[src/design/pgen_pkg.sv]
`timescale 1ns / 1ps
// ----------------------------------------------------------------------------
// pgen_pkg
// Shared types and constants of the permutation generator: sizes, request
// codes, register map and the packed words of both channels.
// ----------------------------------------------------------------------------
package pgen_pkg;

    localparam int MAX_POOL   = 16;
    localparam int MAX_LENGTH = 8;
    localparam int COLOR_BITS = 4;

    localparam int POOL_IDX_W = (MAX_POOL > 1) ? $clog2(MAX_POOL) : 1;
    localparam int POOL_CNT_W = $clog2(MAX_POOL + 1);
    localparam int LEN_IDX_W  = (MAX_LENGTH > 1) ? $clog2(MAX_LENGTH) : 1;
    localparam int LEN_CNT_W  = $clog2(MAX_LENGTH + 1);

    // Fixed field widths of the channels and registers.
    localparam int REQ_W         = 2;
    localparam int ENTRY_IDX_W   = 4;
    localparam int ENTRY_VAL_W   = 4;
    localparam int CODE_W        = 32;
    localparam int POOL_SIZE_W   = 5;
    localparam int CODE_LENGTH_W = 4;
    localparam int CODE_SLOTS    = CODE_W / COLOR_BITS;

    // Configuration port.
    localparam int APB_ADDR_W = 3;
    localparam int APB_DATA_W = 32;
    localparam logic REG_POOL_SIZE   = 1'b0;
    localparam logic REG_CODE_LENGTH = 1'b1;

    // Request codes.
    localparam logic [REQ_W-1:0] REQ_LOAD  = 2'd0;
    localparam logic [REQ_W-1:0] REQ_START = 2'd1;
    localparam logic [REQ_W-1:0] REQ_NEXT  = 2'd2;

    typedef struct packed {
        logic [REQ_W-1:0]       req_type;
        logic [ENTRY_IDX_W-1:0] entry_index;
        logic [ENTRY_VAL_W-1:0] entry_value;
    } in_word_t;

    typedef struct packed {
        logic [CODE_W-1:0] code_word;
        logic              exhausted;
    } out_word_t;

    typedef struct packed {
        logic [POOL_SIZE_W-1:0]   pool_size;
        logic [CODE_LENGTH_W-1:0] code_length;
    } cfg_t;

endpackage

[src/design/pgen_apb.sv]
`timescale 1ns / 1ps
// ----------------------------------------------------------------------------
// pgen_apb
// Configuration registers behind an APB-style port: pool size at offset 0,
// code length at offset 4. Writes complete in the access cycle.
// ----------------------------------------------------------------------------
module pgen_apb (
    input  logic                              aclk,
    input  logic                              aresetn,
    input  logic                              psel,
    input  logic                              penable,
    input  logic                              pwrite,
    input  logic [pgen_pkg::APB_ADDR_W-1:0]   paddr,
    input  logic [pgen_pkg::APB_DATA_W-1:0]   pwdata,
    output logic [pgen_pkg::APB_DATA_W-1:0]   prdata,
    output logic                              pready,
    output pgen_pkg::cfg_t                    cfg
);
    import pgen_pkg::*;

    logic [POOL_SIZE_W-1:0]   pool_size_reg;
    logic [CODE_LENGTH_W-1:0] code_length_reg;
    logic                     wr_en;
    logic                     reg_sel;

    assign pready  = 1'b1;
    assign wr_en   = psel & penable & pwrite;
    assign reg_sel = paddr[2];

    always_ff @(posedge aclk) begin
        if (!aresetn) begin
            pool_size_reg   <= POOL_SIZE_W'(4);
            code_length_reg <= CODE_LENGTH_W'(2);
        end else if (wr_en) begin
            case (reg_sel)
                REG_POOL_SIZE:   pool_size_reg   <= pwdata[POOL_SIZE_W-1:0];
                REG_CODE_LENGTH: code_length_reg <= pwdata[CODE_LENGTH_W-1:0];
                default: ;
            endcase
        end
    end

    always_comb begin
        case (reg_sel)
            REG_POOL_SIZE:   prdata = APB_DATA_W'(pool_size_reg);
            REG_CODE_LENGTH: prdata = APB_DATA_W'(code_length_reg);
            default:         prdata = '0;
        endcase
    end

    assign cfg.pool_size   = pool_size_reg;
    assign cfg.code_length = code_length_reg;

endmodule

[src/design/pgen_engine.sv]
`timescale 1ns / 1ps
// ----------------------------------------------------------------------------
// pgen_engine
// Sequencer around the index store and the pool store. One next request
// walks the positions, rotates the index store one entry per cycle, swaps
// in ST_SWAP and ST_SWAP2 and reads the code back through both stores.
// ----------------------------------------------------------------------------
module pgen_engine (
    input  logic                aclk,
    input  logic                aresetn,
    input  pgen_pkg::cfg_t      cfg,
    input  logic                in_valid,
    output logic                in_ready,
    input  pgen_pkg::in_word_t  in_word,
    output logic                res_valid,
    input  logic                res_ready,
    output pgen_pkg::out_word_t res_word
);
    import pgen_pkg::*;

    typedef enum logic [3:0] {
        ST_IDLE,
        ST_STEP,
        ST_ROT_HEAD,
        ST_ROT,
        ST_ROT_TAIL,
        ST_SWAP,
        ST_SWAP2,
        ST_PACK,
        ST_OUT
    } state_t;

    state_t                  state_reg;
    logic                    finished_reg;
    logic [POOL_CNT_W-1:0]   run_n_reg;
    logic [LEN_CNT_W-1:0]    run_r_reg;
    logic [POOL_CNT_W-1:0]   counts_reg [MAX_LENGTH];
    logic [MAX_POOL-1:0]     idx_valid_reg;
    logic [LEN_IDX_W-1:0]    pos_reg;
    logic [POOL_CNT_W-1:0]   j_reg;
    logic [POOL_IDX_W-1:0]   other_reg;
    logic [POOL_IDX_W-1:0]   first_reg;
    logic [LEN_CNT_W-1:0]    k_reg;
    logic                    v1_reg;
    logic                    v2_reg;
    logic [LEN_IDX_W-1:0]    k1_reg;
    logic [LEN_IDX_W-1:0]    k2_reg;
    logic [CODE_W-1:0]       code_reg;
    logic                    exhausted_reg;

    // Stores and their registered read data.
    logic [POOL_IDX_W-1:0]   idx_mem  [MAX_POOL];
    logic [COLOR_BITS-1:0]   pool_mem [MAX_POOL];
    logic [POOL_IDX_W-1:0]   rd_a_reg;
    logic [POOL_IDX_W-1:0]   rd_b_reg;
    logic [COLOR_BITS-1:0]   pool_rd_reg;

    logic                    accept;
    logic                    pool_we;
    logic                    idx_we;
    logic [POOL_IDX_W-1:0]   idx_wa;
    logic [POOL_IDX_W-1:0]   idx_wd;
    logic [POOL_IDX_W-1:0]   addr_a;
    logic [POOL_IDX_W-1:0]   addr_b;
    logic [POOL_CNT_W-1:0]   pos_ext;
    logic [POOL_CNT_W-1:0]   cnt_cur;
    logic [POOL_CNT_W-1:0]   cnt_dec;
    logic [POOL_CNT_W-1:0]   other_full;
    logic [POOL_CNT_W-1:0]   n_sat;
    logic [LEN_CNT_W-1:0]    r_sat;
    logic                    pack_issue;

    assign in_ready  = (state_reg == ST_IDLE);
    assign accept    = in_valid & in_ready;
    assign res_valid = (state_reg == ST_OUT);
    assign res_word.code_word = code_reg;
    assign res_word.exhausted = exhausted_reg;

    assign n_sat = (cfg.pool_size > POOL_SIZE_W'(MAX_POOL)) ?
                   POOL_CNT_W'(MAX_POOL) : POOL_CNT_W'(cfg.pool_size);
    assign r_sat = (cfg.code_length > CODE_LENGTH_W'(MAX_LENGTH)) ?
                   LEN_CNT_W'(MAX_LENGTH) : LEN_CNT_W'(cfg.code_length);

    assign pos_ext    = POOL_CNT_W'(pos_reg);
    assign cnt_cur    = counts_reg[pos_reg];
    assign cnt_dec    = (cnt_cur == '0) ? '0 : cnt_cur - 1'b1;
    assign other_full = run_n_reg - cnt_dec;
    assign pack_issue = (k_reg < run_r_reg);

    assign pool_we = accept && (in_word.req_type == REQ_LOAD) &&
                     (POOL_CNT_W'(in_word.entry_index) < POOL_CNT_W'(MAX_POOL));

    // Index store read addresses and write port, chosen by the sequencer.
    always_comb begin
        addr_a = POOL_IDX_W'(pos_reg);
        addr_b = other_full[POOL_IDX_W-1:0];
        idx_we = 1'b0;
        idx_wa = POOL_IDX_W'(pos_reg);
        idx_wd = rd_b_reg;
        case (state_reg)
            ST_ROT_HEAD: begin
                addr_a = j_reg[POOL_IDX_W-1:0];
            end
            ST_ROT: begin
                addr_a = j_reg[POOL_IDX_W-1:0];
                idx_we = 1'b1;
                idx_wa = POOL_IDX_W'(j_reg - POOL_CNT_W'(2));
                idx_wd = rd_a_reg;
            end
            ST_ROT_TAIL: begin
                idx_we = 1'b1;
                idx_wa = POOL_IDX_W'(run_n_reg - 1'b1);
                idx_wd = first_reg;
            end
            ST_SWAP: begin
                idx_we = 1'b1;
                idx_wa = POOL_IDX_W'(pos_reg);
                idx_wd = rd_b_reg;
            end
            ST_SWAP2: begin
                idx_we = 1'b1;
                idx_wa = other_reg;
                idx_wd = first_reg;
            end
            ST_PACK: begin
                addr_a = POOL_IDX_W'(k_reg);
            end
            default: ;
        endcase
    end

    // An index entry that is not valid holds its own position.
    always_ff @(posedge aclk) begin
        if (idx_we) begin
            idx_mem[idx_wa] <= idx_wd;
        end
        rd_a_reg <= idx_valid_reg[addr_a] ? idx_mem[addr_a] : addr_a;
        rd_b_reg <= idx_valid_reg[addr_b] ? idx_mem[addr_b] : addr_b;
    end

    always_ff @(posedge aclk) begin
        if (pool_we) begin
            pool_mem[POOL_IDX_W'(in_word.entry_index)] <= COLOR_BITS'(in_word.entry_value);
        end
        pool_rd_reg <= pool_mem[rd_a_reg];
    end

    always_ff @(posedge aclk) begin
        if (!aresetn) begin
            state_reg     <= ST_IDLE;
            finished_reg  <= 1'b1;
            run_n_reg     <= '0;
            run_r_reg     <= '0;
            idx_valid_reg <= '0;
            for (int i = 0; i < MAX_LENGTH; i++) begin
                counts_reg[i] <= '0;
            end
            pos_reg       <= '0;
            j_reg         <= '0;
            other_reg     <= '0;
            first_reg     <= '0;
            k_reg         <= '0;
            v1_reg        <= 1'b0;
            v2_reg        <= 1'b0;
            k1_reg        <= '0;
            k2_reg        <= '0;
            code_reg      <= '0;
            exhausted_reg <= 1'b0;
        end else begin
            if (idx_we) begin
                idx_valid_reg[idx_wa] <= 1'b1;
            end
            case (state_reg)
                ST_IDLE: begin
                    if (accept) begin
                        case (in_word.req_type)
                            REQ_START: begin
                                run_n_reg     <= n_sat;
                                run_r_reg     <= r_sat;
                                idx_valid_reg <= '0;
                                for (int i = 0; i < MAX_LENGTH; i++) begin
                                    counts_reg[i] <= (LEN_CNT_W'(i) < r_sat) ?
                                                     n_sat - POOL_CNT_W'(i) : '0;
                                end
                                code_reg <= '0;
                                if (POOL_CNT_W'(r_sat) > n_sat) begin
                                    finished_reg  <= 1'b1;
                                    exhausted_reg <= 1'b1;
                                    state_reg     <= ST_OUT;
                                end else begin
                                    finished_reg  <= 1'b0;
                                    exhausted_reg <= 1'b0;
                                    k_reg         <= '0;
                                    v1_reg        <= 1'b0;
                                    v2_reg        <= 1'b0;
                                    state_reg     <= ST_PACK;
                                end
                            end
                            REQ_NEXT: begin
                                if (finished_reg || run_r_reg == '0) begin
                                    finished_reg  <= 1'b1;
                                    exhausted_reg <= 1'b1;
                                    code_reg      <= '0;
                                    state_reg     <= ST_OUT;
                                end else begin
                                    pos_reg   <= LEN_IDX_W'(run_r_reg - 1'b1);
                                    state_reg <= ST_STEP;
                                end
                            end
                            default: ;
                        endcase
                    end
                end
                ST_STEP: begin
                    if (cnt_dec == '0) begin
                        counts_reg[pos_reg] <= run_n_reg - pos_ext;
                        j_reg               <= pos_ext + 1'b1;
                        state_reg           <= ST_ROT_HEAD;
                    end else begin
                        counts_reg[pos_reg] <= cnt_dec;
                        other_reg           <= other_full[POOL_IDX_W-1:0];
                        state_reg           <= ST_SWAP;
                    end
                end
                ST_ROT_HEAD: begin
                    first_reg <= rd_a_reg;
                    if (j_reg < run_n_reg) begin
                        j_reg     <= j_reg + 1'b1;
                        state_reg <= ST_ROT;
                    end else begin
                        state_reg <= ST_ROT_TAIL;
                    end
                end
                ST_ROT: begin
                    if (j_reg < run_n_reg) begin
                        j_reg <= j_reg + 1'b1;
                    end else begin
                        state_reg <= ST_ROT_TAIL;
                    end
                end
                ST_ROT_TAIL: begin
                    // The countdown ended at every position: nothing is left.
                    if (pos_reg == '0) begin
                        finished_reg  <= 1'b1;
                        exhausted_reg <= 1'b1;
                        code_reg      <= '0;
                        state_reg     <= ST_OUT;
                    end else begin
                        pos_reg   <= pos_reg - 1'b1;
                        state_reg <= ST_STEP;
                    end
                end
                ST_SWAP: begin
                    first_reg <= rd_a_reg;
                    state_reg <= ST_SWAP2;
                end
                ST_SWAP2: begin
                    code_reg      <= '0;
                    exhausted_reg <= 1'b0;
                    k_reg         <= '0;
                    v1_reg        <= 1'b0;
                    v2_reg        <= 1'b0;
                    state_reg     <= ST_PACK;
                end
                ST_PACK: begin
                    // Three-deep read pipeline: index store, pool store, code slot.
                    v1_reg <= pack_issue;
                    k1_reg <= LEN_IDX_W'(k_reg);
                    v2_reg <= v1_reg;
                    k2_reg <= k1_reg;
                    if (pack_issue) begin
                        k_reg <= k_reg + 1'b1;
                    end
                    if (v2_reg && (int'(k2_reg) < CODE_SLOTS)) begin
                        code_reg[int'(k2_reg) * COLOR_BITS +: COLOR_BITS] <= pool_rd_reg;
                    end
                    if (!pack_issue && !v1_reg && !v2_reg) begin
                        state_reg <= ST_OUT;
                    end
                end
                ST_OUT: begin
                    if (res_ready) begin
                        state_reg <= ST_IDLE;
                    end
                end
                default: begin
                    state_reg <= ST_IDLE;
                end
            endcase
        end
    end

endmodule

[src/design/permutation_generator.sv]
`timescale 1ns / 1ps
// ----------------------------------------------------------------------------
// permutation_generator
// Enumerates length-r permutations of a loaded color pool in lexicographic
// order of pool position, one permutation word per next request.
// ----------------------------------------------------------------------------
// A load request writes one pool entry and gives no word. A start request
// answers with the first permutation, or with an exhausted word when r
// exceeds n. A next request walks the positions, rotates the index store
// where a countdown ends, swaps and reads the code back; an exhausted
// answer skips the read-back. The work is paced by the index store, which
// has one write port and is rotated one entry per cycle, and by the read
// chain through the index store and the pool store. The block takes no new
// request while one is in work; a finished word waits in the output
// register, so a new request is taken while it is unread.
// ----------------------------------------------------------------------------
module permutation_generator (
    input  logic                             aclk,
    input  logic                             aresetn,
    input  logic                             s_valid,
    output logic                             s_ready,
    input  pgen_pkg::in_word_t               s_word,
    output logic                             m_valid,
    input  logic                             m_ready,
    output pgen_pkg::out_word_t              m_word,
    input  logic                             psel,
    input  logic                             penable,
    input  logic                             pwrite,
    input  logic [pgen_pkg::APB_ADDR_W-1:0]  paddr,
    input  logic [pgen_pkg::APB_DATA_W-1:0]  pwdata,
    output logic [pgen_pkg::APB_DATA_W-1:0]  prdata,
    output logic                             pready
);
    import pgen_pkg::*;

    cfg_t      cfg;
    logic      res_valid;
    logic      res_ready;
    out_word_t res_word;
    logic      m_valid_reg;
    out_word_t m_word_reg;

    pgen_apb u_apb (
        .aclk    (aclk),
        .aresetn (aresetn),
        .psel    (psel),
        .penable (penable),
        .pwrite  (pwrite),
        .paddr   (paddr),
        .pwdata  (pwdata),
        .prdata  (prdata),
        .pready  (pready),
        .cfg     (cfg)
    );

    pgen_engine u_engine (
        .aclk      (aclk),
        .aresetn   (aresetn),
        .cfg       (cfg),
        .in_valid  (s_valid),
        .in_ready  (s_ready),
        .in_word   (s_word),
        .res_valid (res_valid),
        .res_ready (res_ready),
        .res_word  (res_word)
    );

    // Output register: the engine hands over a word whenever the slot is
    // empty or is being emptied in the same cycle.
    assign res_ready = !m_valid_reg || m_ready;

    always_ff @(posedge aclk) begin
        if (!aresetn) begin
            m_valid_reg <= 1'b0;
            m_word_reg  <= '0;
        end else if (res_valid && res_ready) begin
            m_valid_reg <= 1'b1;
            m_word_reg  <= res_word;
        end else if (m_ready) begin
            m_valid_reg <= 1'b0;
        end
    end

    assign m_valid = m_valid_reg;
    assign m_word  = m_word_reg;

endmodule
[config.mk]
export PLATFORM = sky130hd
export DESIGN_NAME = permutation_generator
export DESIGN_NICKNAME = d
export VERILOG_FILES = /design/src/design/pgen_pkg.sv /design/src/design/pgen_apb.sv /design/src/design/pgen_engine.sv /design/src/design/permutation_generator.sv
export SDC_FILE = /design/constraint.sdc
export NUM_CORES = 1
export LEC_CHECK = 0
export BUFFER_PORTS_ARGS = -buffer_cell sky130_fd_sc_hd__buf_2
export CAP_MARGIN = 25
export CORE_MARGIN = 1.5
export CORE_UTILIZATION = 55
export DETAILED_ROUTE_END_ITERATION = 16
export GPL_TIMING_DRIVEN = 0
export PLACE_DENSITY = 0.83
export SLEW_MARGIN = 10
export SYNTH_ARGS = -nofsm -noshare
export SYNTH_HDL_FRONTEND = slang
export SYNTH_SLANG_ARGS = --single-unit
[constraint.sdc]
create_clock -name aclk -period 4 [get_ports aclk]
set_input_delay 0.4 -clock aclk [delete_from_list [all_inputs] [get_ports aclk]]
set_output_delay 0.4 -clock aclk [all_outputs]
set_load 0.03 [all_outputs]
==> summary.txt, run 1 <==
Area grow syn2layout: 14.0%
Fillers: 2128
Die area: 29300 µm²
Setup Crit Path Kind: flip-flop to flip-flop
Std cell rows: 61
Max Cap Viol: 0
Drt first pass iters: 6
Register area share after synthesis: 51.6%
Power per cell area: 607 nW/µm²
Fraction of layout cells with a size suffix above 1: 16.9%
GRT Overall Usage: 27.5%
Post-DRT Antenna Nets: 0
Core area: 27800 µm²
Violated checks: setup timing
Critical Path AT: 4.56 ns
Pleak: 0.00641 µW
Synth Area per Inst: 10.8 µm²
DRT iter0 DRCs: 1413
First-pass GRT wire length: 62900 µm
Via density per instance: 6.19
Footprint of the multi-input gates: 7010 µm²
Post-synth EDFFs: 168
Sequential Area: 8030 µm²
Vias in the first global route: 11651
Synthesis Warnings: 0
Count of cell types in the netlist: 82
Worst Tran Pin Value: 1.14 ns
Worst vdd ir: 0.483 mV
Drt wl/cell: 20.2 µm
Initial antenna violation count: 1
Setup ws final: -0.105 ns
Final period util: 103%
Worst Setup End Kind: flip-flop
Period minus WS final: 4.11 ns
Endpoints failing hold: 0
Core Util, Final: 63.8%
Rel. slew slack: 24.0%
Async SR Flop Fraction: 0%
Die Span Y: 171 µm
Flops & latches, synth: 317
# hold bufs at CTS: 0
Clock Path Buffers: 3
Post-Synthesis Cells: 1443
CTS sink cnt: 317
Worst Path Max Fanout: 8
CP required: 4.45 ns
CTS tree: yes
Post-DP Area: 16500 µm²
# setup viols final: 2
Routed wire length: 40000 µm
Startpoint Class: flip-flop
DP HPWL: 28400 µm
Cell area after synthesis: 15600 µm²
Synth Flop Type: edfxtp_1
Overflow after GRT: 0
Diodes inserted: 0
Commonest non-fill, non-tap cell in the layout: nand2_1
M1 GR Usage: 37.1%
H-tree depth: 1
NumNets Final: 1679
Hold Path Class: primary input to flip-flop
Most frequent cells in the layout: nand2_1, edfxtp_1, dfxtp_1
Clk_lat worst skew: 0.56 ns
Global route hottest layer: met2
Fin Clk Skew: 0.0111 ns
Total power: 10800 µW
Root Driver: clkbuf_16
Status: complete, but fails checks
Slew Viols, Final: 0
Starting Density: 56.0%
I/O Buffers: 60
CTS buffer count: 30
RSZ-0062 raised after global routing: true
Post-route cell area: 17700 µm²
Met2 global-route usage: 45.5%
Die X: 171 µm
# DRC: 0
Max Freq: 0.244 GHz
I/O pins: 120
Via count: 12279
M3 GR Usage: 3.47%
Largest net degree at the start of global routing: 17
CTS clk-pin slew, worst paths: 0.07 ns
GP Congestion: 0.962
[worst paths after layout]
path | start | cells after the start | to | slack, ns
worst min register to register | u_engine.k1_reg[0] | 2 | u_engine.k2_reg[0] | 0.46
worst max register to register | flip-flop | 15 | u_engine.rd_b_reg[0] | -0.11
worst max-delay path | flip-flop | 15 | u_engine.rd_b_reg[0] | -0.11
worst min-delay path | pwdata[2] | 3 | u_apb.pool_size_reg[2] | 0.07
[cell type report]
| type | instances | area share, % |
|---|---|---|
| sequential | 317 | 45.3 |
| multi-input combinational | 1008 | 39.5 |
| clock buffer | 41 | 4.99 |
| buffer | 106 | 3.29 |
| timing repair buffer | 81 | 2.68 |
| tap | 378 | 2.67 |
| inverter | 38 | 0.818 |
| clock inverter | 14 | 0.762 |
[where the power goes]
group | switching, µW | internal [µW]
Clock | 1240 | 1680
Combinational | 2380 | 1550
Sequential | 126 | 3790
Total | 3750 | 7020
[per-stage QoR]
| step | TNS, ns | std cells | setup WS (ns) | hold slack, ns |
|---|---|---|---|---|
| 3_5_place_dp | -1.50 | 1907 | -0.471 | 0.447 |
| 6_report | -0.199 | 1983 | -0.105 | 0.0706 |
| 3_3_place_gp | -1.36 | 1907 | -0.406 | 0.440 |
| 2_1_floorplan | -0.0104 | 1469 | -0.0104 | 0.428 |
| 5_1_grt | -0.578 | 1983 | -0.205 | 0.0793 |
| 4_1_cts | -0.182 | 1974 | -0.105 | 0.0606 |
[cells by family (layout without fill, tap and decap cells)]
| kind of cell | after synthesis | count (layout) | share of synthesized area [%] |
|---|---|---|---|
| simple gates | 483 | 483 | 14.0 |
| compound gates | 323 | 323 | 13.5 |
| flops | 317 | 317 | 51.6 |
| buf+inv | 144 | 280 | 4.34 |
| mux | 108 | 108 | 11.5 |
| fa+ha+maj | 45 | 45 | 3.72 |
| xor+xnor | 21 | 21 | 1.30 |
| other cells | 2 | 28 | 0.0483 |
[critical path, cell delays in order (launching register included)]
cell	delay, ns
dfxtp_2	0.34
buf_12	0.13
buf_6	0.11
mux4_2	0.51
mux2_4	0.32
nor3_4	0.19
nand2_2	0.08
and2_4	0.17
ha_4	0.15
inv_2	0.05
fa_2	0.48
clkbuf_16	0.18
mux4_2	0.44
mux2_4	0.29
mux2_4	0.28
o221ai_2	0.25
[Yosys cell counts, drive strengths merged (40+ instances only)]
cell | instances | area share, %
nor2 | 100 | 2.4
mux2i | 42 | 3.0
buf | 40 | 1.8
mux4 | 50 | 7.3
edfxtp | 168 | 32
nand3 | 44 | 1.4
clkbuf | 66 | 1.6
a21oi | 92 | 3.0
dfxtp | 149 | 19
o21ai | 58 | 1.9
nand2 | 234 | 5.6
ha | 43 | 3.5
[routing by layer]
layer | wire length (µm) | share of wire (%) | vias to the layer above
met1 | 16100 | 40 | 5887
met4 | 1520 | 3.8 | 2
met3 | 3360 | 8.4 | 139
met2 | 19000 | 47 | 669
met5 | 13 | 0.033 | -
li1 | - | - | 5582
[repair_timing]
action / CTS / global route
buffers inserted: 12 / 8
pin swaps: 4 / 4
setup endpoints to repair: 4 / 4
gates resized for setup: 15 / 7
No activity file was read; power rests on OpenSTA's default activity.
==> inputs of run 2 (changes only) <==
--- a/config.mk
+++ b/config.mk
@@ -12,7 +12,9 @@
 export DETAILED_ROUTE_END_ITERATION = 16
 export GPL_TIMING_DRIVEN = 0
 export PLACE_DENSITY = 0.83
+export SKIP_LAST_GASP = 1
 export SLEW_MARGIN = 10
 export SYNTH_ARGS = -nofsm -noshare
 export SYNTH_HDL_FRONTEND = slang
 export SYNTH_SLANG_ARGS = --single-unit
+export TNS_END_PERCENT = 50
==> run 2 against run 1 <==
- the run still ends with setup timing left
- hold slack got worse by 0.00092 ns
- total power is 0.61% lower
- final area shrank 0.15%
- global-route usage unchanged
- cell count barely moved
- wire length is 0.18% higher
- core utilization decreased by 0.094 points
- clock-buffer cell count unchanged
- highest routed layer unchanged
==> summary.txt, run 2 (synthesis results as in run 1) <==
Dpl cells: 1907 (unchanged)
Drt first pass iters: 6 (unchanged)
Worst r2r path cells: 15 (unchanged)
Setup ws final: -0.109 ns (-0.00399 ns)
GRT Overall Usage: 27.5% (unchanged)
Clk_lat worst skew: 0.56 ns (about the same)
H-tree depth: 1 (unchanged)
Pleak: 0.00640 µW (-0.22%)
CTS sink cnt: 317 (unchanged)
RSZ-0062 raised after global routing: true
Post-Layout Cell Count: 1982 (-0.050%)
Fraction of layout cells with a size suffix above 1: 16.8% (-0.052 points)
Via density per instance: 6.22 (+0.43%)
CTS clk-pin slew, worst paths: 0.07 ns (about the same)
CP required: 4.45 ns (about the same)
Worst Tran Pin Value: 1.15 ns (+0.0139 ns)
GP Congestion: 0.962 (unchanged)
Vias in the first global route: 11651 (unchanged)
Core Util, Final: 63.7% (-0.094 points)
Max Cap Viol: 0 (unchanged)
DRT iter0 DRCs: 1519 (+7.5%)
Post-DRT Antenna Nets: 0 (unchanged)
Die area: 29300 µm² (unchanged)
Max Freq: 0.243 GHz (about the same)
Worst vdd ir: 0.482 mV (-0.25%)
Clock Path Buffers: 3 (unchanged)
Fillers: 2131 (+0.14%)
DP HPWL: 28400 µm (unchanged)
Routed wire length: 40100 µm (+0.18%)
Power per cell area: 604 nW/µm² (-0.46%)
I/O Buffers: 60 (unchanged)
Hold Path Class: primary input to flip-flop
Violated checks: setup timing
Final period util: 103% (about the same)
R2r setup slk: -0.11 ns (about the same)
Fin Clk Skew: 0.0136 ns (+0.00252 ns)
# setup viols final: 3 (+1)
Drt wl/cell: 20.2 µm (+0.23%)
Rel. slew slack: 23.1% (-0.93 points)
Die Span Y: 171 µm (unchanged)
Post-Route Setup TNS: -0.218 ns (-0.0184 ns)
NumNets Final: 1678 (-0.060%)
Endpoints failing hold: 0 (unchanged)
Startpoint Class: flip-flop
Critical Path Sink: u_engine.rd_b_reg[1]
Largest net degree at the start of global routing: 17 (unchanged)
Area grow syn2layout: 13.9%
CTS tree: yes
Die X: 171 µm (unchanged)
I/O pins: 120 (unchanged)
First-pass GRT wire length: 62900 µm (unchanged)
Status: complete, but fails checks
Setup Crit Path Kind: flip-flop to flip-flop
Starting Density: 56.0% (unchanged)
Via count: 12326 (+0.38%)
Most frequent cells in the layout: nand2_1, edfxtp_1, dfxtp_1
Commonest non-fill, non-tap cell in the layout: nand2_1
Diodes inserted: 0 (unchanged)
# DRC: 0 (unchanged)
FF-to-FF End: u_engine.rd_b_reg[1]
Worst Path Max Fanout: 8 (unchanged)
Worst Setup End Kind: flip-flop
Overflow after GRT: 0 (unchanged)
Core area: 27800 µm² (unchanged)
Root Driver: clkbuf_16
CTS buffer count: 30 (unchanged)
Critical Path AT: 4.56 ns (about the same)
Initial antenna violation count: 1 (unchanged)
Std cell rows: 61 (unchanged)
Slew Viols, Final: 0 (unchanged)
Period minus WS final: 4.11 ns (+0.00399 ns)
Total power: 10700 µW (-0.61%)
==> run 2: per-stage QoR <==
stage	hold WS [ns]	cell area [µm²]	setup slack [ns]
finish	0.0697	17700	-0.109
global route	0.0793	17700	-0.207
CTS	0.0606	17600	-0.105
detailed placement	0.447	16500	-0.471
global placement	0.440	16500	-0.406
floorplan	0.428	15700	-0.0104
==> run 2: power by group <==
| part | internal (µW) | switching (µW) |
|---|---|---|
| Sequential | 3790 | 126 |
| Clock | 1680 | 1240 |
| Combinational | 1490 | 2380 |
| Total | 6960 | 3740 |
==> run 2: critical path: stages, from the launching register on <==
cell and delay, ns:
dfxtp_2 0.34, buf_12 0.13, buf_6 0.11, mux4_2 0.51, mux2_4 0.32, nor3_4 0.19, nand2_2 0.08, and2_4 0.17
ha_4 0.15, inv_2 0.05, fa_2 0.48, clkbuf_16 0.18, mux4_2 0.45, mux2_4 0.29, mux2_4 0.28, o221a_1 0.23
==> run 2: worst min path at each step <==
| stage | startpoint | endpoint | slack, ns | cells past startpoint |
|---|---|---|---|---|
| 5_1_grt | pwdata[2] | u_apb.pool_size_reg[2] | 0.08 | 3 |
| 2_1_floorplan | u_engine.exhausted_reg | m_word[0] | 0.43 | 2 |
| 6_report | pwdata[2] | u_apb.pool_size_reg[2] | 0.07 | 3 |
| 3_5_place_dp | m_word[30] | m_word[30] | 0.45 | 2 |
| 3_3_place_gp | m_word[15] | m_word[15] | 0.44 | 2 |
| 4_1_cts | pwdata[2] | u_apb.pool_size_reg[2] | 0.06 | 3 |
==> run 2: layout make-up <==
cell class / count / area [µm²] / share of cell area [%]
Inverter: 38 / 145 / 0.820
Multi-Input combinational cell: 1008 / 7010 / 39.6
Clock inverter: 14 / 135 / 0.763
Sequential cell: 317 / 8030 / 45.3
Timing Repair Buffer: 80 / 455 / 2.57
Clock buffer: 41 / 885 / 5.00
Tap cell: 378 / 473 / 2.67
Buffer: 106 / 582 / 3.29
==> run 2: metal layers <==
| layer | share of wire (%) | GRT usage, % | vias to the layer above |
|---|---|---|---|
| met4 | 3.8 | 10.6 | 2 |
| met3 | 8.8 | 3.47 | 134 |
| met2 | 48 | 45.5 | 700 |
| li1 | - | - | 5574 |
| met5 | 0.032 | 0 | - |
| met1 | 40 | 37.1 | 5916 |
==> run 2: timing repair <==
item / 4_1_cts / 5_1_grt
gates resized for setup: 14 / 5
pin swaps: 4 / 4
endpoints found under the setup margin: 4 / 4
hold endpoints to repair: 0 / 0
hold buffers: 0 / 0
setup buffers: 12 / 7
